$ cat src/hdl/mve_pkg.sv
// package for the matrix vector multiply engine
// holds the mode codes, field widths and the command passed from front to back
package mve_pkg;

  localparam int VAL_W    = 16;
  localparam int IDX_IN_W = 4;
  localparam int MODE_W   = 2;
  localparam int CFG_W    = 5;
  localparam int SUM_W    = 36;
  localparam int ROW_W    = 4;

  localparam logic [MODE_W-1:0] MODE_LD_MAT  = 2'd0;
  localparam logic [MODE_W-1:0] MODE_LD_VEC  = 2'd1;
  localparam logic [MODE_W-1:0] MODE_COMPUTE = 2'd2;

  localparam logic CFG_NUM_ROWS = 1'b0;
  localparam logic CFG_NUM_COLS = 1'b1;

  localparam logic [CFG_W-1:0] DIM_RESET = 5'd16;

  typedef struct packed {
    logic [MODE_W-1:0]      op;
    logic [IDX_IN_W-1:0]    row;
    logic [IDX_IN_W-1:0]    col;
    logic signed [VAL_W-1:0] value;
  } cmd_t;

endpackage

$ cat src/hdl/mve_fifo.sv
// two entry command queue between front and back
// depends on mve_pkg for cmd_t
module mve_fifo (
  input  logic          clk,
  input  logic          rst_n,
  input  logic          push,
  input  mve_pkg::cmd_t push_cmd,
  output logic          full,
  input  logic          pop,
  output logic          head_valid,
  output mve_pkg::cmd_t head_cmd
);
  import mve_pkg::*;

  cmd_t       entries_r [2];
  logic       wr_ptr_r, rd_ptr_r;
  logic [1:0] count_r, count_nxt;
  logic       do_push, do_pop;

  assign full       = (count_r == 2'd2);
  assign head_valid = (count_r != 2'd0);
  assign head_cmd   = entries_r[rd_ptr_r];
  assign do_push    = push && !full;
  assign do_pop     = pop && head_valid;

  always_comb begin
    count_nxt = count_r;
    if (do_push && !do_pop) begin
      count_nxt = count_r + 2'd1;
    end else if (do_pop && !do_push) begin
      count_nxt = count_r - 2'd1;
    end
  end

  always_ff @(posedge clk) begin
    if (!rst_n) begin
      wr_ptr_r <= 1'b0;
      rd_ptr_r <= 1'b0;
      count_r  <= 2'd0;
    end else begin
      count_r <= count_nxt;
      if (do_push) begin
        wr_ptr_r <= !wr_ptr_r;
      end
      if (do_pop) begin
        rd_ptr_r <= !rd_ptr_r;
      end
    end
  end

  always_ff @(posedge clk) begin
    if (do_push) begin
      entries_r[wr_ptr_r] <= push_cmd;
    end
  end

endmodule

$ cat config.mk
export PLATFORM = sky130hd
export DESIGN_NAME = mve_fifo
export DESIGN_NICKNAME = d
export VERILOG_FILES = /design/src/hdl/mve_pkg.sv /design/src/hdl/mve_fifo.sv
export SDC_FILE = /design/constraint.sdc
export NUM_CORES = 1
export LEC_CHECK = 0
export BUFFER_PORTS_ARGS = -buffer_cell sky130_fd_sc_hd__buf_2
export CORE_ASPECT_RATIO = 0.7
export CORE_MARGIN = 4
export CORE_UTILIZATION = 51
export DETAILED_ROUTE_END_ITERATION = 8
export GPL_ROUTABILITY_DRIVEN = 0
export MAX_ROUTING_LAYER = met4
export PLACE_DENSITY = 0.78
export SLEW_MARGIN = 20
export SYNTH_ARGS = -nofsm -noshare
export SYNTH_HDL_FRONTEND = slang
export SYNTH_SLANG_ARGS = --single-unit
$ cat constraint.sdc
create_clock -name clk -period 2.9 [get_ports clk]
set_input_delay 0.145 -clock clk [delete_from_list [all_inputs] [get_ports clk]]
set_output_delay 0.145 -clock clk [all_outputs]
set_load 0.005 [all_outputs]
==> results of run 1 <==
-- worst max-delay path: stages, from the launching register on --
cell and delay (ns):
dfxtp_1 0.79, buf_4 0.32, mux2_2 0.36, buf_2 0.13
-- sequential cells by signal, summed over array words and instances (netlist names), named ones only --
name / flops
entries_r: 52
count_r: 2
rd_ptr_r: 1
wr_ptr_r: 1
-- layer usage --
metal | vias up | part of all wire | routed length [microns] | global-route usage
met5 | - | 0 | 0 | -
met4 | 0 | 0.0071 | 25 | 0.0474
met3 | 4 | 0.075 | 263 | 0.0738
met2 | 38 | 0.52 | 1820 | 0.247
met1 | 542 | 0.40 | 1410 | 0.155
li1 | 551 | - | - | -
-- metrics by stage --
stage	power [uW]	area [sq um]	util	hold slack, ns
2_1_floorplan	1440	2110	-	0.244
3_3_place_gp	1630	2470	0.626	0.332
3_5_place_dp	1660	2470	0.626	0.338
4_1_cts	2320	2650	0.671	0.00261
5_1_grt	2420	2680	0.679	0.000902
6_report	2290	2680	0.679	0.0183
-- cell usage after synthesis --
master    number  area [sq um]
inv_2          1          3.75
or2_2          1          6.26
buf_2          1          5.00
o21ai_0        1          5.00
inv_1          1          3.75
nand2b_1       1          6.26
buf_4          2          15.0
o21a_1         1          7.51
a21boi_0       1          7.51
nor2_1         1          3.75
nor3_2         1          10.0
dfxtp_1        5           100
and3_1         1          6.26
or3_1          1          6.26
o21ai_1        1          5.00
edfxtp_1      52          1560
and2_1         3          18.8
xnor2_1        2          17.5
xor2_1         1          8.76
a21boi_1       1          7.51
mux2_2        26           293
ha_1           1          12.5
-- layout make-up --
cell class	instances	area (sq um)
clock inverters	5	46.3
inverters	2	7.51
well taps	52	65.1
multi-input cells	44	428
repair buffers	63	338
flip-flops and latches	57	1660
fillers	285	1270
clock buffers	11	131
-- kinds of logic (layout without fill, tap and decap cells) --
logic type      Yosys count  in the layout
compound gates            5              5
xor+xnor                  3              3
fa+ha+maj                 1              1
buf+inv                   5             81
flops                    57             57
mux                      26             26
simple gates              9              9
-- worst paths after layout --
| kind | startpoint | end | slack (ns) | depth (start not counted) |
|---|---|---|---|---|
| setup / recovery | flop | head_cmd[8] | 0.84 | 3 |
| setup reg to reg | count_r[0] | count_r[1] | 1.30 | 6 |
| hold / removal | push_cmd[13] | entries_r[1][13] | 0.02 | 1 |
| hold reg to reg | count_r[1] | count_r[1] | 0.56 | 2 |
-- power groups by stage --
stage	registers (uW)	clock network [uW]	logic, uW
3_3_place_gp	1120	0	514
3_5_place_dp	1130	0	534
4_1_cts	1110	670	538
2_1_floorplan	1080	0	354
5_1_grt	1120	711	582
6_report	1110	651	530
-- timing repair --
action                                 in CTS  in global routing
hold buffers                                0                  3
buffers inserted                            0                  0
endpoints found under the hold margin       0                  6
setup endpoints to repair                   0                  0
==> flow_metrics.env, run 1 <==
export IMPL_synth_compound_area_share=0.0154
export IMPL_most_common_layout_cells="buf_2 (57), edfxtp_1 (52), mux2_2 (26)"
export IMPL_clk_latency_ns=0.32
export IMPL_avgSynthCellArea_sq_um=19.9
export IMPL_dieHeight_microns=61.8
export IMPL_maxCapViolCount=0
export IMPL_initial_core_util=0.535
export IMPL_drt_pass1_iter_count=4
export IMPL_period_share=0.710
export IMPL_area_delta_synth_final_pct=26.9
export IMPL_routedWlPerCell_microns=15.0
export IMPL_outcome="finished, final reports clean"
export IMPL_rows=19
export IMPL_setup_tns_ns=0
export IMPL_synth_top_family_by_area="multiplexers"
export IMPL_cts_sinks=57
export IMPL_hold_class="in -> reg"
export IMPL_skew_ns=0.00434
export IMPL_overflow=0
export IMPL_power_internal_uw=1720
export IMPL_grtUsageTotal=0.147
export IMPL_syn_inst=106
export IMPL_portBuffers=57
export IMPL_io_pins=58
export IMPL_fmax_mhz=486
export IMPL_core_sq_um=3950
export IMPL_dpl_hpwl_microns=2470
export IMPL_dpl_worst_slack_ns=1.15
export IMPL_synth_nets=137
export IMPL_clk_path_buf_depth=2
export IMPL_tightest_slew_ns=0.727
export IMPL_vias=1135
export IMPL_fin_nets=208
export IMPL_final_cells=234
export IMPL_finalMaxSlewViolations=0
export IMPL_crit_type="reg -> out"
export IMPL_grt_pass1_vias=1137
export IMPL_root_buffer="clkbuf_8"
export IMPL_h_tree_depth=3
export IMPL_layout_commonest_cell="buf_2"
export IMPL_grt_max_degree=28
export IMPL_ys_ff_latch=57
export IMPL_seq_area_frac_synth=0.787
export IMPL_relSlewSlack=0.514
export IMPL_ys_types=22
export IMPL_p_comb_frac=0.231
export IMPL_drive_gt1_frac=0.549
export IMPL_wirelength_microns=3510
export IMPL_synth_fa_ha_area_frac=0.00593
export IMPL_seqPwrFrac=0.484
export IMPL_cts_resized=0
export IMPL_crit_path_start_kind="flop"
export IMPL_grt_pass1_wl_microns=5300
export IMPL_powerDensity_nw_per_um2=855
export IMPL_synth_simple_gate_area_frac=0.0273
export IMPL_hold_viol_final=0
export IMPL_yosysWarnings=0
export IMPL_vias_per_cell=4.85
export IMPL_die_w_microns=84.9
export IMPL_yosys_area_share_xor_xnor=0.0124
export IMPL_cts_tree="yes"
export IMPL_drtIter0Drc=37
export IMPL_p_leak_uw=0.00103
export IMPL_switching_share=0.249
export IMPL_rsz0062_at_grt="false"
export IMPL_antenna_found_initial=0
export IMPL_switchingPower_uw=570
export IMPL_finalSetupViolCount=0
export IMPL_dieArea_sq_um=5250
export IMPL_syn_area_sq_um=2110
export IMPL_ant_nets=0
export IMPL_arrival_ns=1.91
export IMPL_end_kind="primary output"
export IMPL_setup_ws_ns=0.842
export IMPL_clkPwrFrac=0.284
export IMPL_synth_mux_area_frac=0.139
export IMPL_max_vdd_ir_drop_mv=0.526
export IMPL_fin_crit_ns=2.06
export IMPL_n_antenna_cell=0
export IMPL_cts_buffers_inserted=9
export IMPL_clk_pin_slew_ns=0.06
export IMPL_placedCellCount=215
export IMPL_required_ns=2.76
export IMPL_worst_path_max_fanout=17
export IMPL_drc=0
No activity file was read; power rests on OpenSTA's default activity.
==> inputs of run 2 (changes only) <==
--- a/config.mk
+++ b/config.mk
@@ -5,14 +5,15 @@
 export SDC_FILE = /design/constraint.sdc
 export NUM_CORES = 1
 export LEC_CHECK = 0
+export ABC_AREA = 1
 export BUFFER_PORTS_ARGS = -buffer_cell sky130_fd_sc_hd__buf_2
 export CORE_ASPECT_RATIO = 0.7
 export CORE_MARGIN = 4
-export CORE_UTILIZATION = 51
+export CORE_UTILIZATION = 47
 export DETAILED_ROUTE_END_ITERATION = 8
 export GPL_ROUTABILITY_DRIVEN = 0
 export MAX_ROUTING_LAYER = met4
-export PLACE_DENSITY = 0.78
+export PLACE_DENSITY = 0.75
 export SLEW_MARGIN = 20
 export SYNTH_ARGS = -nofsm -noshare
 export SYNTH_HDL_FRONTEND = slang
==> constraint.sdc (replaced) <==
create_clock -name clk -period 1.7 [get_ports clk]
set_input_delay 0.085 -clock clk [delete_from_list [all_inputs] [get_ports clk]]
set_output_delay 0.085 -clock clk [all_outputs]
set_load 0.005 [all_outputs]
==> run 2 against run 1 <==
  * Critical path depth stayed put
  * Largest cell class unchanged
  * Register-to-register slack worse by 1.1 ns
  * Total power is 70% higher
==> flow_metrics.env, run 2 <==
export IMPL_dieHeight_microns=65.6
export IMPL_reg_largest_list="entries_r (52), count_r (2)"
export IMPL_grt_pass1_vias=1413
export IMPL_drive_gt1_frac=0.486
export IMPL_seq_area_frac_synth=0.746
export IMPL_end_kind="primary output"
export IMPL_grt_pass1_wl_microns=6730
export IMPL_vias_per_cell=4.66
export IMPL_yosysWarnings=0
export IMPL_fmax_mhz=623
export IMPL_syn_inst=118
export IMPL_postSynth_asyncResetShare=0
export IMPL_overflow=0
export IMPL_drtIter0Drc=40
export IMPL_skew_ns=0.00434
export IMPL_outcome="finished, final reports clean"
export IMPL_fill_cells=313
export IMPL_max_vdd_ir_drop_mv=1.02
export IMPL_rsz0062_at_grt="false"
export IMPL_crit_type="reg -> out"
export IMPL_switching_share=0.264
export IMPL_largest_register="entries_r"
export IMPL_finalMaxSlewViolations=0
export IMPL_syn_area_sq_um=2230
export IMPL_hold_class="in -> reg"
export IMPL_most_common_layout_cells="buf_2 (57), edfxtp_1 (52), dlygate4sd3_1 (26)"
export IMPL_clk_path_buf_depth=2
export IMPL_routedWlPerCell_microns=14.7
export IMPL_p_comb_frac=0.268
export IMPL_arrival_ns=1.52
export IMPL_path_cells="buf_4 > mux2_4 > buf_2"
export IMPL_synth_mux_area_frac=0.165
export IMPL_die_w_microns=90.3
export IMPL_grtUsageTotal=0.160
export IMPL_cts_buffers_inserted=9
export IMPL_netlist_top_cells_area="edfxtp_1 (70%), mux2_4 (13%), dfxtp_1 (4.5%)"
export IMPL_cpMaxStageDelayCell="dfxtp_2"
export IMPL_layout_commonest_cell="buf_2"
export IMPL_avgSynthCellArea_sq_um=18.9
export IMPL_initial_core_util=0.500
export IMPL_p_leak_uw=0.00124
export IMPL_clk_latency_ns=0.33
export IMPL_cts_tree="yes"
export IMPL_worst_path_max_fanout=11
export IMPL_synth_top_family_by_area="multiplexers"
export IMPL_fin_total_pwr_uw=3880
export IMPL_antenna_found_initial=0
export IMPL_dieArea_sq_um=5920
export IMPL_cp_slowest_stage_delay_ns=0.50
export IMPL_placedCellCount=234
export IMPL_synth_nets=149
export IMPL_seqPwrFrac=0.484
export IMPL_crit_path_start_kind="flop"
export IMPL_required_ns=1.62
export IMPL_finalSetupViolCount=0
export IMPL_clk_pin_slew_ns=0.06
export IMPL_hold_viol_final=0
export IMPL_multi_input_area_sq_um=488
export IMPL_power_internal_uw=2860
export IMPL_final_cells=275
export IMPL_fin_nets=247
export IMPL_yosysTopAreaCellShare=0.702
export IMPL_fin_crit_ns=1.60
export IMPL_synth_compound_area_share=0.0141
export IMPL_synth_fa_ha_area_frac=0.00562
export IMPL_yosysTopAreaCell="edfxtp_1"
export IMPL_synth_edf_count=52
export IMPL_post_route_util=0.676
export IMPL_rows=20
export IMPL_seqCellArea_sq_um=1660
export IMPL_period_share=0.943
export IMPL_powerDensity_nw_per_um2=1290
export IMPL_cts_sinks=57
export IMPL_clkPwrFrac=0.248
export IMPL_dpl_hpwl_microns=2790
export IMPL_grt_max_degree=27
export IMPL_drt_pass1_iter_count=2
export IMPL_drc=0
export IMPL_synth_simple_gate_area_frac=0.0320
export IMPL_stdcell_area_sq_um=3010
export IMPL_yosysMostFrequentCell="edfxtp_1"
export IMPL_ys_types=16
export IMPL_root_buffer="clkbuf_8"
export IMPL_postCtsSetupRepairBufs=0
export IMPL_yosys_area_share_xor_xnor=0
export IMPL_reg2regPathDepth=9
export IMPL_synth_top_flop_cell="edfxtp_1"
export IMPL_vias=1282
export IMPL_min_path_cells=3
export IMPL_ys_ff_latch=57
export IMPL_tightest_slew_ns=0.292
export IMPL_ant_nets=0
export IMPL_io_pins=58
export IMPL_n_antenna_cell=0
export IMPL_core_sq_um=4450
export IMPL_wirelength_microns=4040
export IMPL_largest_reg_flops=52
export IMPL_area_delta_synth_final_pct=35.3
export IMPL_synthTopCellsByCount="edfxtp_1 (52), mux2_4 (20), nor2_1 (9), inv_1 (8), nand2_1 (7)"
export IMPL_setup_ws_ns=0.0961
export IMPL_portBuffers=57
export IMPL_maxCapViolCount=0
export IMPL_place_area_sq_um=2600
export IMPL_dpl_worst_slack_ns=0.187
export IMPL_relSlewSlack=0.805
export IMPL_h_tree_depth=3
export IMPL_switchingPower_uw=1030
## run 2: cell types whose count changed after synthesis, sizes merged, moves of 2 or more
| cell | change |
|---|---|
| and2 | -3 |
| xnor2 | -2 |
| nor2 | +8 |
| inv | +6 |
| a21boi | -2 |
| nand2 | +7 |
## run 2: power groups by stage
stage | Clock [uW] | Combinational (uW) | Sequential [uW]
5_1_grt | 1060 | 1150 | 1900
2_1_floorplan | 0 | 693 | 1860
3_5_place_dp | 0 | 1000 | 1910
6_report | 962 | 1040 | 1880
3_3_place_gp | 0 | 963 | 1890
4_1_cts | 996 | 1050 | 1880
## run 2: kinds of logic (layout without fill, tap and decap cells)
logic type,Yosys count,count (layout)
flops,57,57
mux,26,26
simple gates,18,18
buf+inv,11,113
compound gates,5,5
fa+ha+maj,1,1
## run 2: area by class of cell
cell class	instances	area share
clock buffer	10	0.0424
clock inverter	5	0.00789
inverter	8	0.00997
multi-input combinational	50	0.162
sequential	57	0.552
tap	55	0.0229
timing repair buffer	90	0.203
## run 2: worst paths after layout
| check | endpoint | from | slack (ns) |
|---|---|---|---|
| hold reg to reg | flop | rd_ptr_r | 0.51 |
| setup / recovery | head_cmd[12] | flop | 0.1 |
| setup reg to reg | count_r[1] | count_r[1] | 0.20 |
| hold / removal | count_r[1] | rst_n | 0.03 |
## run 2: metrics by stage
step	hold slack, ns	setup TNS [ns]
2_1_floorplan	0.184	-15.88
3_3_place_gp	0.272	0
3_5_place_dp	0.277	0
4_1_cts	0.0251	0
5_1_grt	0.0278	0
6_report	0.0277	0
## run 2: metal layers
metal  routed length, microns  GRT usage  vias to the layer above
met5                        0          -                        -
met4                       29     0.0458                        0
met3                      343     0.0870                        4
met2                     2020      0.279                       54
met1                     1640      0.158                      592
li1                         -          -                      632
## run 2: worst max-delay path, delay by kind of cell (launching register included)
kind | cells | cell delay (ns)
buf+inv | 2 | 0.37
flops | 1 | 0.50
mux | 1 | 0.32
## run 2: repair_timing
action                                 4_1_cts  5_1_grt
gates resized for setup                      0        0
endpoints found under the hold margin       52        0
hold buffers                                26        0
