<file path="src/hdl/mve_pkg.sv">
// package for the matrix vector multiply engine
// holds the mode codes, field widths and the command passed from front to back
package mve_pkg;

  localparam int VAL_W    = 16;
  localparam int IDX_IN_W = 4;
  localparam int MODE_W   = 2;
  localparam int CFG_W    = 5;
  localparam int SUM_W    = 36;
  localparam int ROW_W    = 4;

  localparam logic [MODE_W-1:0] MODE_LD_MAT  = 2'd0;
  localparam logic [MODE_W-1:0] MODE_LD_VEC  = 2'd1;
  localparam logic [MODE_W-1:0] MODE_COMPUTE = 2'd2;

  localparam logic CFG_NUM_ROWS = 1'b0;
  localparam logic CFG_NUM_COLS = 1'b1;

  localparam logic [CFG_W-1:0] DIM_RESET = 5'd16;

  typedef struct packed {
    logic [MODE_W-1:0]      op;
    logic [IDX_IN_W-1:0]    row;
    logic [IDX_IN_W-1:0]    col;
    logic signed [VAL_W-1:0] value;
  } cmd_t;

endpackage

</file>
<file path="src/hdl/mve_if.sv">
// channel interfaces of the matrix vector multiply engine
// depends on mve_pkg for field widths
interface mve_in_if;
  import mve_pkg::*;
  logic                    valid;
  logic                    ready;
  logic [MODE_W-1:0]       mode;
  logic [IDX_IN_W-1:0]     row;
  logic [IDX_IN_W-1:0]     col;
  logic signed [VAL_W-1:0] value;

  modport source (output valid, mode, row, col, value, input ready);
  modport sink   (input valid, mode, row, col, value, output ready);
endinterface


</file>
<file path="src/hdl/mve_front.sv">
// front end: size registers, input acceptance and load filtering
// depends on mve_pkg and mve_in_if
module mve_front #(
  parameter int MAX_DIM = 16
) (
  input  logic                            clk,
  input  logic                            rst_n,
  input  logic                            cfg_we,
  input  logic                            cfg_index,
  input  logic [mve_pkg::CFG_W-1:0]       cfg_wdata,
  mve_in_if.sink                          in_chan,
  input  logic                            q_full,
  output logic                            q_push,
  output mve_pkg::cmd_t                   q_cmd,
  output logic [$clog2(MAX_DIM+1)-1:0]    rows,
  output logic [$clog2(MAX_DIM+1)-1:0]    cols
);
  import mve_pkg::*;

  localparam int CNT_W = $clog2(MAX_DIM + 1);
  localparam int DIM_W = (CNT_W > CFG_W) ? CNT_W : CFG_W;

  logic [CFG_W-1:0] num_rows_r, num_cols_r;
  logic [DIM_W-1:0] rows_ext, cols_ext;
  logic             keep;

  function automatic logic [DIM_W-1:0] eff_dim(input logic [CFG_W-1:0] reg_val);
    logic [DIM_W-1:0] v;
    v = DIM_W'(reg_val);
    if (v == '0) begin
      return DIM_W'(1);
    end else if (v > DIM_W'(MAX_DIM)) begin
      return DIM_W'(MAX_DIM);
    end
    return v;
  endfunction

  always_ff @(posedge clk) begin
    if (!rst_n) begin
      num_rows_r <= DIM_RESET;
      num_cols_r <= DIM_RESET;
    end else if (cfg_we) begin
      unique case (cfg_index)
        CFG_NUM_ROWS: num_rows_r <= cfg_wdata;
        CFG_NUM_COLS: num_cols_r <= cfg_wdata;
        default: ;
      endcase
    end
  end

  assign rows_ext = eff_dim(num_rows_r);
  assign cols_ext = eff_dim(num_cols_r);
  assign rows     = CNT_W'(rows_ext);
  assign cols     = CNT_W'(cols_ext);

  // drop out-of-range loads and the unused mode
  always_comb begin
    keep = 1'b0;
    priority if (in_chan.mode == MODE_LD_MAT) begin
      keep = (DIM_W'(in_chan.row) < rows_ext) && (DIM_W'(in_chan.col) < cols_ext);
    end else if (in_chan.mode == MODE_LD_VEC) begin
      keep = (DIM_W'(in_chan.col) < cols_ext);
    end else if (in_chan.mode == MODE_COMPUTE) begin
      keep = 1'b1;
    end else begin
      keep = 1'b0;
    end
  end

  assign in_chan.ready = !q_full;
  assign q_push        = in_chan.valid && !q_full && keep;

  always_comb begin
    q_cmd.op    = in_chan.mode;
    q_cmd.row   = in_chan.row;
    q_cmd.col   = in_chan.col;
    q_cmd.value = in_chan.value;
  end

endmodule

</file>
<file path="src/flat_wrapper.sv">
// flat-port wrapper written by rule: the top's interface ports become plain ports
module mve_front_flat import mve_pkg::*;
#(
  parameter int MAX_DIM = 16
)
  (clk, rst_n, cfg_we, cfg_index, cfg_wdata, q_full, q_push, q_cmd, rows, cols, in_chan_valid, in_chan_mode, in_chan_row, in_chan_col, in_chan_value, in_chan_ready);
  mve_in_if in_chan_i ();
  input  logic clk;
  input  logic rst_n;
  input  logic cfg_we;
  input  logic cfg_index;
  input  logic [mve_pkg::CFG_W-1:0] cfg_wdata;
  input  logic q_full;
  output logic q_push;
  output mve_pkg::cmd_t q_cmd;
  output logic [$clog2(MAX_DIM+1)-1:0] rows;
  output logic [$clog2(MAX_DIM+1)-1:0] cols;
  input wire logic [$bits(in_chan_i.valid)-1:0] in_chan_valid;
  input wire logic [$bits(in_chan_i.mode)-1:0] in_chan_mode;
  input wire logic [$bits(in_chan_i.row)-1:0] in_chan_row;
  input wire logic [$bits(in_chan_i.col)-1:0] in_chan_col;
  input wire logic [$bits(in_chan_i.value)-1:0] in_chan_value;
  output wire logic [$bits(in_chan_i.ready)-1:0] in_chan_ready;
  assign in_chan_i.valid = in_chan_valid;
  assign in_chan_i.mode = in_chan_mode;
  assign in_chan_i.row = in_chan_row;
  assign in_chan_i.col = in_chan_col;
  assign in_chan_i.value = in_chan_value;
  assign in_chan_ready = in_chan_i.ready;
  mve_front #(.MAX_DIM(MAX_DIM)) u_core (.clk(clk), .rst_n(rst_n), .cfg_we(cfg_we), .cfg_index(cfg_index), .cfg_wdata(cfg_wdata), .in_chan(in_chan_i), .q_full(q_full), .q_push(q_push), .q_cmd(q_cmd), .rows(rows), .cols(cols));
endmodule
</file>
<file path="config.mk">
export PLATFORM = sky130hd
export DESIGN_NAME = mve_front_flat
export DESIGN_NICKNAME = d
export VERILOG_FILES = /design/src/hdl/mve_pkg.sv /design/src/hdl/mve_if.sv /design/src/hdl/mve_front.sv /design/src/flat_wrapper.sv
export SDC_FILE = /design/constraint.sdc
export NUM_CORES = 1
export LEC_CHECK = 0
export BUFFER_PORTS_ARGS = -buffer_cell sky130_fd_sc_hd__buf_2
export CORE_MARGIN = 2
export CORE_UTILIZATION = 34
export CTS_CLUSTER_DIAMETER = 100
export CTS_CLUSTER_SIZE = 10
export DETAILED_ROUTE_END_ITERATION = 7
export GPL_TIMING_DRIVEN = 0
export PLACE_DENSITY = 0.75
export SYNTH_ARGS = -nofsm -noshare
export SYNTH_HDL_FRONTEND = slang
export SYNTH_SLANG_ARGS = --single-unit
</file>
<file path="constraint.sdc">
create_clock -name clk -period 2.11 [get_ports clk]
set_input_delay 0.3165 -clock clk [delete_from_list [all_inputs] [get_ports clk]]
set_output_delay 0.3165 -clock clk [all_outputs]
set_load 0.01 [all_outputs]
</file>
==> results of run 1 <==
-- how the worst max path moves through the flow --
stage / from / endpoint / cells after the start
final: u_core.num_rows_r[0] / q_push / 9
after global routing: u_core.num_rows_r[0] / q_push / 9
after CTS: u_core.num_rows_r[0] / q_push / 9
after detailed placement: u_core.num_cols_r[0] / q_push / 9
after global placement: u_core.num_rows_r[3] / q_push / 9
after floorplan: u_core.num_rows_r[3] / q_push / 8
-- stage by stage --
step | util [%] | hold WS, ns
after floorplan | - | 0.378
after global placement | 49.1 | 0.468
after detailed placement | 49.1 | 0.461
after CTS | 51.7 | 0.284
after global routing | 54.0 | 0.299
final | 54.0 | 0.290
-- sequential cells by signal (all words and copies together), names as in the netlist --
| register | flops |
|---|---|
| u_core.num_cols_r | 5 |
| u_core.num_rows_r | 5 |
-- cell type report --
type	count	area [sq um]
Buffer	27	199
Clock buffer	3	22.5
Fill cell	234	1130
Inverter	10	37.5
Multi-Input combinational cell	62	498
Sequential cell	10	204
Tap cell	30	37.5
Timing Repair Buffer	62	328
-- metal layers --
layer | part of all wire (%) | up-vias
met3 | 15 | 3
met2 | 46 | 63
met1 | 38 | 379
met5 | 0 | -
met4 | 1.2 | 0
li1 | - | 469
-- cell usage in the layout (no fill, tap or decap), types with 2 or more instances in the layout --
| master | Yosys | layout |
|---|---|---|
| buf_6 | 0 | 2 |
| inv_1 | 10 | 10 |
| nand3_1 | 7 | 7 |
| dfxtp_1 | 10 | 7 |
| mux2_4 | 2 | 2 |
| mux2i_1 | 6 | 5 |
| nor4_4 | 0 | 2 |
| clkbuf_4 | 0 | 3 |
| nor2_1 | 3 | 3 |
| nand2_1 | 16 | 15 |
| a21boi_0 | 4 | 4 |
| dfxtp_2 | 0 | 3 |
| buf_2 | 0 | 58 |
| nor2b_1 | 4 | 4 |
| ha_1 | 8 | 7 |
| buf_4 | 26 | 28 |
-- cell families (layout without fill, tap and decap cells) --
group	Yosys count	after routing	synth area share [%]
fa+ha+maj	8	8	11.5
simple gates	35	35	18.7
compound gates	11	11	9.47
flops	10	10	23.0
mux	8	8	10.3
buf+inv	37	102	27.1
-- what timing repair did --
item	CTS	global route
pin swaps	5	3
setup endpoints to repair	1	2
setup buffers	2	2
gates resized for setup	7	6
-- worst max-delay path, cell delays in order, from the launching register on --
cell      delay [ns]
dfxtp_2         0.35
nor4_4          0.27
ha_1            0.30
nand2_2         0.09
ha_1            0.22
o21ai_1         0.12
a21oi_1         0.05
or3_1           0.32
a211oi_2        0.19
buf_2           0.16
-- power by group --
group	switching [W]	total (W)	internal (W)
sequential	0.0000113	0.000210	0.000199
combinational	0.000107	0.000252	0.000145
clock	0.0000621	0.000128	0.0000658
==> results.json, run 1 <==
{
  "grt-busiest-layer": "met2",
  "fin_cells": 204,
  "worst_pin_slew_ns": 0.329,
  "fin_nets": 221,
  "ctsHoldBuffers": 0,
  "r2r.worst_path.cells": 2,
  "worstReg2RegStart": "u_core.num_cols_r[0]",
  "grt_pass1_vias": 740,
  "drtIter0Drc": 8,
  "place_area_sq_um": 1200,
  "detail-route-antenna-nets": 0,
  "die_h_um": 54.6,
  "gr-total-overflow": 0,
  "die_w_um": 54.6,
  "rows": 18,
  "setup_ws_ns": -0.546,
  "slew_headroom_pct": 78.1,
  "yosys.area.top_type_share_pct": 23.0,
  "viasPerCell": 4.48,
  "synth-seq-cells": 10,
  "synth_edf_count": 0,
  "timing.max_cap.violations": 0,
  "worstHoldStart": "rst_n",
  "hold_class": "in2reg",
  "synthesis.nets": 154,
  "power_density_nw_per_um2": 445,
  "antenna_found_initial": 0,
  "r2r_slack_ns": 1.39,
  "hold_depth": 2,
  "required_ns": 1.79,
  "core_sq_um": 2450,
  "vias": 914,
  "yosys_warnings": 0,
  "use_met3_pct": 2.19,
  "antenna_cells": 0,
  "p_leak_nw": 0.769,
  "violations": "negative setup slack",
  "met2_usage_pct": 25.0,
  "worstPathMaxFanout": 3,
  "async_flop_share_pct": 0,
  "rsz0062_at_grt": "true",
  "timing.rr.end": "u_core.num_cols_r[0]",
  "setup-tns-final_ns": -0.546,
  "synth.cell_area_sq_um": 872,
  "syn_to_final_growth_pct": 52.1,
  "post-route-drc-count": 0,
  "power_w": 0.000590,
  "cts_tree": "done",
  "finalSetupViolCount": 1,
  "clkTransAtPathRegs_ns": 0.06,
  "gp_congestion": 0.700,
  "cts_buffers": 3,
  "hold_viol_final": 0,
  "grt_max_degree": 11,
  "drtPass1Iterations": 4,
  "report.final.slew_viol_count": 0,
  "grtUsageTotal_pct": 13.7,
  "synth-main-ff-cell": "dfxtp_1",
  "min_to": "u_core.num_rows_r[4]",
  "cts-root-buf": "clkbuf_4",
  "place_hpwl_um": 1720,
  "ir_drop_uv": 292,
  "crit_path_end_kind": "output port",
  "max_clock_freq_mhz": 376,
  "grt_first_pass_wirelength_um": 2980,
  "critPathLaunchType": "flop",
  "placed_cells": 197,
  "synth_area_leaders": "dfxtp_1, buf_4, ha_1, mux2i_1, nand2_1",
  "fin_crit_ns": 2.66,
  "dieArea_sq_um": 2990,
  "clk-insertion-delay-late_ns": 0.26,
  "routedWlPerCell_um": 10.1,
  "syn_inst": 109,
  "status": "finished, violations left",
  "cts.path.max_buffers": 2,
  "cp.arrival_ns": 2.34,
  "synth_top_cell_by_area": "dfxtp_1",
  "finClkSkew_ns": 0,
  "start_util_pct": 35.5,
  "finalCritPeriodShare_pct": 126,
  "cts.sinks": 10,
  "yosys-top-cells-count": "buf_4, nand2_1, dfxtp_1, inv_1, ha_1",
  "htreeDepth": 1,
  "wl_um": 2060,
  "final_layout_size_suffix_gt1_share_pct": 59.2,
  "io_buffers": 58,
  "yosysUniqueCellTypes": 20,
  "preCtsSetupSlack_ns": -0.288,
  "num_io_pins": 75,
  "grt_use_met1_pct": 15.3,
  "avgSynthCellArea_sq_um": 8.00,
  "final_area_sq_um": 1330,
  "synth.most_common_cell": "buf_4",
  "ys_seq_area_share_pct": 23.0,
  "critical_path_class": "reg2out"
}
(Power assumes the default switching activity.)
==> run 2: changes to the inputs <==
--- a/config.mk
+++ b/config.mk
@@ -7,12 +7,12 @@
 export LEC_CHECK = 0
 export BUFFER_PORTS_ARGS = -buffer_cell sky130_fd_sc_hd__buf_2
 export CORE_MARGIN = 2
-export CORE_UTILIZATION = 34
+export CORE_UTILIZATION = 40
 export CTS_CLUSTER_DIAMETER = 100
 export CTS_CLUSTER_SIZE = 10
 export DETAILED_ROUTE_END_ITERATION = 7
 export GPL_TIMING_DRIVEN = 0
-export PLACE_DENSITY = 0.75
+export PLACE_DENSITY = 0.83
 export SYNTH_ARGS = -nofsm -noshare
 export SYNTH_HDL_FRONTEND = slang
 export SYNTH_SLANG_ARGS = --single-unit
==> constraint.sdc (replaced) <==
create_clock -name clk -period 3.1 [get_ports clk]
set_input_delay 0.465 -clock clk [delete_from_list [all_inputs] [get_ports clk]]
set_output_delay 0.465 -clock clk [all_outputs]
set_load 0.01 [all_outputs]
==> results.json, run 2 (same netlist as run 1, synthesis figures left out) <==
{
  "setup-tns-final_ns": 0,
  "viasPerCell": 4.59,
  "final_common_cell": "buf_2",
  "core_sq_um": 2000,
  "htreeDepth": 1,
  "r2r.worst_path.cells": 4,
  "cts.path.max_buffers": 2,
  "cts-root-buf": "clkbuf_4",
  "finalSetupViolCount": 0,
  "rows": 16,
  "fin_crit_ns": 2.94,
  "largestRegisters": "u_core.num_cols_r: 5 flops, u_core.num_rows_r: 5 flops",
  "io_buffers": 58,
  "finalCritPeriodShare_pct": 94.9,
  "ir_drop_uv": 259,
  "drtPass1Iterations": 4,
  "grtUsageTotal_pct": 15.7,
  "finClkSkew_ns": 0,
  "grt_pass1_vias": 786,
  "status": "complete, no violations",
  "cts-resized-gates": 0,
  "max_clock_freq_mhz": 340,
  "die_h_um": 50.7,
  "post-route-drc-count": 0,
  "wl_um": 2040,
  "worstReg2RegStart": "u_core.num_rows_r[4]",
  "hold_class": "in2reg",
  "cts_buffers": 3,
  "final_layout_size_suffix_gt1_share_pct": 53.2,
  "die_w_um": 50.7,
  "final_area_sq_um": 1230,
  "required_ns": 2.63,
  "clk-insertion-delay-late_ns": 0.27,
  "cts_setup_buffers": 0,
  "startpoint": "u_core.num_rows_r[0]",
  "place_hpwl_um": 1810,
  "ctsHoldBuffers": 0,
  "power_density_nw_per_um2": 320,
  "timing.max_cap.violations": 0,
  "grt_max_degree": 11,
  "hold_depth": 2,
  "vias": 909,
  "start_util_pct": 43.6,
  "detail-route-antenna-nets": 0,
  "num_io_pins": 75,
  "p_leak_nw": 0.743,
  "slew_headroom_pct": 78.9,
  "fin_nets": 217,
  "hold_viol_final": 0,
  "rsz0062_at_grt": "false",
  "routedWlPerCell_um": 10.3,
  "cts.sinks": 10,
  "report.final.slew_viol_count": 0,
  "antenna_cells": 0,
  "worstHoldStart": "rst_n",
  "grt_first_pass_wirelength_um": 3130,
  "syn_to_final_growth_pct": 41.3,
  "crit_path_end_kind": "output port",
  "place_area_sq_um": 1200,
  "drtIter0Drc": 21,
  "clkTransAtPathRegs_ns": 0.06,
  "gr-total-overflow": 0,
  "gp_congestion": 0.712,
  "critPathLaunchType": "flop",
  "mostFrequentLayoutCells": "buf_2, buf_4, nand2_1",
  "worstPathMaxFanout": 4,
  "worst_pin_slew_ns": 0.316,
  "antenna_found_initial": 0,
  "cp.arrival_ns": 2.48,
  "fillers": 188,
  "critical_path_class": "reg2out",
  "cts_tree": "done",
  "dieArea_sq_um": 2570
}
run 2: per-stage QoR:
stage / util (%) / power, W / hold slack [ns] / cells / setup slack (ns)
3_5_place_dp: 59.8 / 0.000283 / 0.466 / 194 / 0.435
4_1_cts: 61.6 / 0.000399 / 0.445 / 198 / 0.134
5_1_grt: 61.6 / 0.000420 / 0.451 / 198 / 0.0182
6_report: 61.6 / 0.000395 / 0.448 / 198 / 0.157
3_3_place_gp: 59.8 / 0.000278 / 0.458 / 194 / 0.502
2_1_floorplan: - / 0.000230 / 0.439 / 109 / 0.592
run 2: metal layers:
layer | GRT usage, % | vias to the layer above | share of wire, %
met5 | 0 | - | 0
met4 | 7.66 | 0 | 0
met3 | 3.57 | 0 | 12
met2 | 28.3 | 54 | 49
met1 | 17.1 | 393 | 39
li1 | - | 462 | -
run 2: path summary, 6_finish.rpt:
check / end / slack, ns
min reg2reg: u_core.num_cols_r[4] / 0.48
max reg2reg: u_core.num_rows_r[4] / 2.39
max: q_push / 0.16
min: u_core.num_rows_r[4] / 0.45
run 2: power breakdown:
group,internal [W],switching (W)
combinational,0.0000746,0.0000649
sequential,0.000135,0.00000472
clock,0.0000714,0.0000443
total,0.000281,0.000114
run 2: critical path, cell delays in order (launching register included):
cell      delay [ns]
dfxtp_1         0.33
nor4_1          0.28
ha_1            0.34
nand2_1         0.11
ha_1            0.23
o21ai_0         0.17
a21oi_1         0.05
or3_1           0.31
a211oi_1        0.22
buf_2           0.17
run 2: area by class of cell:
cell class / instances / area, sq um / area share [%]
multi-input combinational: 62 / 435 / 35.3
timing repair buffer: 58 / 290 / 23.6
sequential: 10 / 200 / 16.2
buffer: 27 / 199 / 16.1
inverter: 10 / 37.5 / 3.05
clock buffer: 4 / 36.3 / 2.94
tap: 27 / 33.8 / 2.74
==> run 3: changes to the inputs <==
--- a/config.mk
+++ b/config.mk
@@ -5,14 +5,16 @@
 export SDC_FILE = /design/constraint.sdc
 export NUM_CORES = 1
 export LEC_CHECK = 0
+export ABC_AREA = 1
 export BUFFER_PORTS_ARGS = -buffer_cell sky130_fd_sc_hd__buf_2
 export CORE_MARGIN = 2
-export CORE_UTILIZATION = 40
+export CORE_UTILIZATION = 41
 export CTS_CLUSTER_DIAMETER = 100
 export CTS_CLUSTER_SIZE = 10
 export DETAILED_ROUTE_END_ITERATION = 7
 export GPL_TIMING_DRIVEN = 0
-export PLACE_DENSITY = 0.83
+export HOLD_SLACK_MARGIN = 0.06
+export PLACE_DENSITY = 0.84
 export SYNTH_ARGS = -nofsm -noshare
 export SYNTH_HDL_FRONTEND = slang
 export SYNTH_SLANG_ARGS = --single-unit
==> results.json, run 3 <==
{
  "synthesis.nets": 181,
  "slew_headroom_pct": 75.9,
  "cts.sinks": 10,
  "antenna_cells": 0,
  "power_density_nw_per_um2": 332,
  "cts_tree": "done",
  "htreeDepth": 1,
  "required_ns": 2.63,
  "final_common_cell": "buf_2",
  "synth_area_leaders": "dfxtp_1, buf_4, ha_1, nand2_1, nor2_1",
  "yosys_warnings": 0,
  "p_seq_share_pct": 34.5,
  "crit_buf_inv": 1,
  "placed_cells": 220,
  "clkTransAtPathRegs_ns": 0.06,
  "yosys-top-cells-count": "buf_4, nand2_1, nor2_1, inv_1, dfxtp_1",
  "finalCritPeriodShare_pct": 85.5,
  "report.final.slew_viol_count": 0,
  "synth-main-ff-cell": "dfxtp_1",
  "detail-route-antenna-nets": 0,
  "worst_pin_slew_ns": 0.360,
  "vias": 994,
  "p_leak_nw": 0.766,
  "critPathLaunchType": "flop",
  "hold_slack_ns": 0.439,
  "synth_top_cell_by_area": "dfxtp_1",
  "synth_edf_count": 0,
  "post-route-drc-count": 0,
  "wl_um": 2030,
  "fin_crit_ns": 2.65,
  "num_io_pins": 75,
  "power_switching_w": 0.000129,
  "routedWlPerCell_um": 9.08,
  "fin_nets": 243,
  "critical_path.max_stage_delay_ns": 0.32,
  "ys_seq_area_share_pct": 22.5,
  "async_flop_share_pct": 0,
  "drtPass1Iterations": 3,
  "dieArea_sq_um": 2560,
  "status": "complete, no violations",
  "rows": 16,
  "cp.arrival_ns": 2.19,
  "yosysUniqueCellTypes": 19,
  "final_area_sq_um": 1240,
  "cpMaxStageDelayCell": "dfxtp_1",
  "cts_setup_buffers": 0,
  "gp_congestion": 0.742,
  "syn_inst": 136,
  "place_area_sq_um": 1210,
  "critical_path_class": "reg2out",
  "fillers": 208,
  "worst_path_most_repeated_cell": "nand2_1",
  "die_h_um": 50.6,
  "timing.max_cap.violations": 0,
  "final_layout_size_suffix_gt1_share_pct": 49.7,
  "clk-insertion-delay-late_ns": 0.26,
  "cts_buffers": 3,
  "largestRegisters": "u_core.num_cols_r: 5 flops, u_core.num_rows_r: 5 flops",
  "synth.cell_area_sq_um": 890,
  "viasPerCell": 4.44,
  "avgSynthCellArea_sq_um": 6.54,
  "setup_ws_ns": 0.449,
  "start_util_pct": 44.4,
  "seq_area_sq_um": 200,
  "multiInputGateArea_sq_um": 404,
  "sw_frac_of_total_pct": 31.2,
  "grt_pass1_vias": 875,
  "synth.most_common_cell": "buf_4",
  "synth-seq-cells": 10,
  "max_clock_freq_mhz": 377,
  "ir_drop_uv": 244,
  "cts-root-buf": "clkbuf_4",
  "antenna_found_initial": 0,
  "mostFrequentLayoutCells": "buf_2, buf_4, nand2_1",
  "cts-resized-gates": 0,
  "gr-total-overflow": 0,
  "io_buffers": 57,
  "p_comb_share_pct": 38.0,
  "core_sq_um": 2000,
  "crit_chain": "nor4_1 -> ha_1 -> nand2_1 -> ha_1 -> and3_1 -> nand2_1 -> nand2_1 -> nand2_1 -> nand3_1 -> a21oi_2 -> buf_2",
  "intPower_w": 0.000285,
  "yosys.area.top_type_share_pct": 22.5,
  "crit_path_end_kind": "output port",
  "place_hpwl_um": 1770,
  "preCtsSetupSlack_ns": 0.726,
  "grtUsageTotal_pct": 16.0,
  "rsz0062_at_grt": "false",
  "die_w_um": 50.6,
  "worstPathMaxFanout": 4,
  "hold_viol_final": 0,
  "hold_class": "in2reg",
  "syn_to_final_growth_pct": 39.9,
  "ctsHoldBuffers": 0,
  "pwr-share-clk_pct": 27.5,
  "fin_cells": 224,
  "crit_family": "simple AND/OR/NAND/NOR gates",
  "setup-tns-final_ns": 0,
  "grt_max_degree": 11,
  "drtIter0Drc": 9,
  "cts.path.max_buffers": 2,
  "finClkSkew_ns": 0,
  "finalSetupViolCount": 0,
  "grt_first_pass_wirelength_um": 3240
}
[run 3: changes by cell type after synthesis, moves of 3 or more]
cell / delta
nand2_1: +9
a21boi_0: -4
inv_2: +7
nand3_1: -5
inv_1: +5
a21oi_1: +3
o21ai_1: +8
mux2i_1: -6
nor2b_1: -4
nor2_1: +14
[run 3: cells by family (layout without fill, tap and decap cells)]
kind of cell | after synthesis | count (layout) | share of synthesized area [%]
fa+ha+maj | 8 | 8 | 11.3
buf+inv | 50 | 111 | 32.1
simple gates | 50 | 50 | 23.1
flops | 10 | 10 | 22.5
compound gates | 18 | 18 | 11.1
[run 3: final cells by class]
type | instances | area share [%]
plain buffers | 27 | 16.0
repair buffers | 57 | 22.9
flip-flops and latches | 10 | 16.1
multi-input cells | 76 | 32.5
inverters | 23 | 6.93
clock buffers | 4 | 2.91
well taps | 27 | 2.71
[run 3: power by group through the flow]
stage          Sequential (W)  Clock [W]  Combinational [W]
6_report             0.000143   0.000114           0.000157
5_1_grt              0.000144   0.000123           0.000177
3_5_place_dp         0.000146          0           0.000158
2_1_floorplan        0.000144          0           0.000105
3_3_place_gp         0.000145          0           0.000153
4_1_cts              0.000143   0.000118           0.000159
[run 3: final timing paths]
path	slack (ns)	startpoint	cells after the start	to
hold / removal	0.44	cfg_wdata[4]	3	u_core.num_rows_r[4]
hold reg to reg	0.49	u_core.num_cols_r[0]	2	u_core.num_cols_r[0]
setup reg to reg	2.43	u_core.num_rows_r[3]	2	u_core.num_rows_r[3]
setup / recovery	0.45	u_core.num_rows_r[1]	11	q_push
[run 3: worst min-delay path, stage by stage]
cell      delay [ns]
buf_2           0.09
nand2_1         0.05
o211ai_1        0.06
[run 3: metal layers]
| layer | up-vias | track usage (%) | routed length (um) |
|---|---|---|---|
| met5 | - | 0 | 0 |
| met4 | 0 | 6.76 | 36 |
| met3 | 5 | 2.98 | 202 |
| met2 | 47 | 31.1 | 1040 |
| met1 | 421 | 16.2 | 757 |
| li1 | 521 | - | - |
[run 3: per-stage QoR]
stage	utilization, %	power (W)
3_3_place_gp	60.4	0.000298
2_1_floorplan	-	0.000249
5_1_grt	62.2	0.000444
3_5_place_dp	60.4	0.000304
4_1_cts	62.2	0.000419
6_report	62.2	0.000414
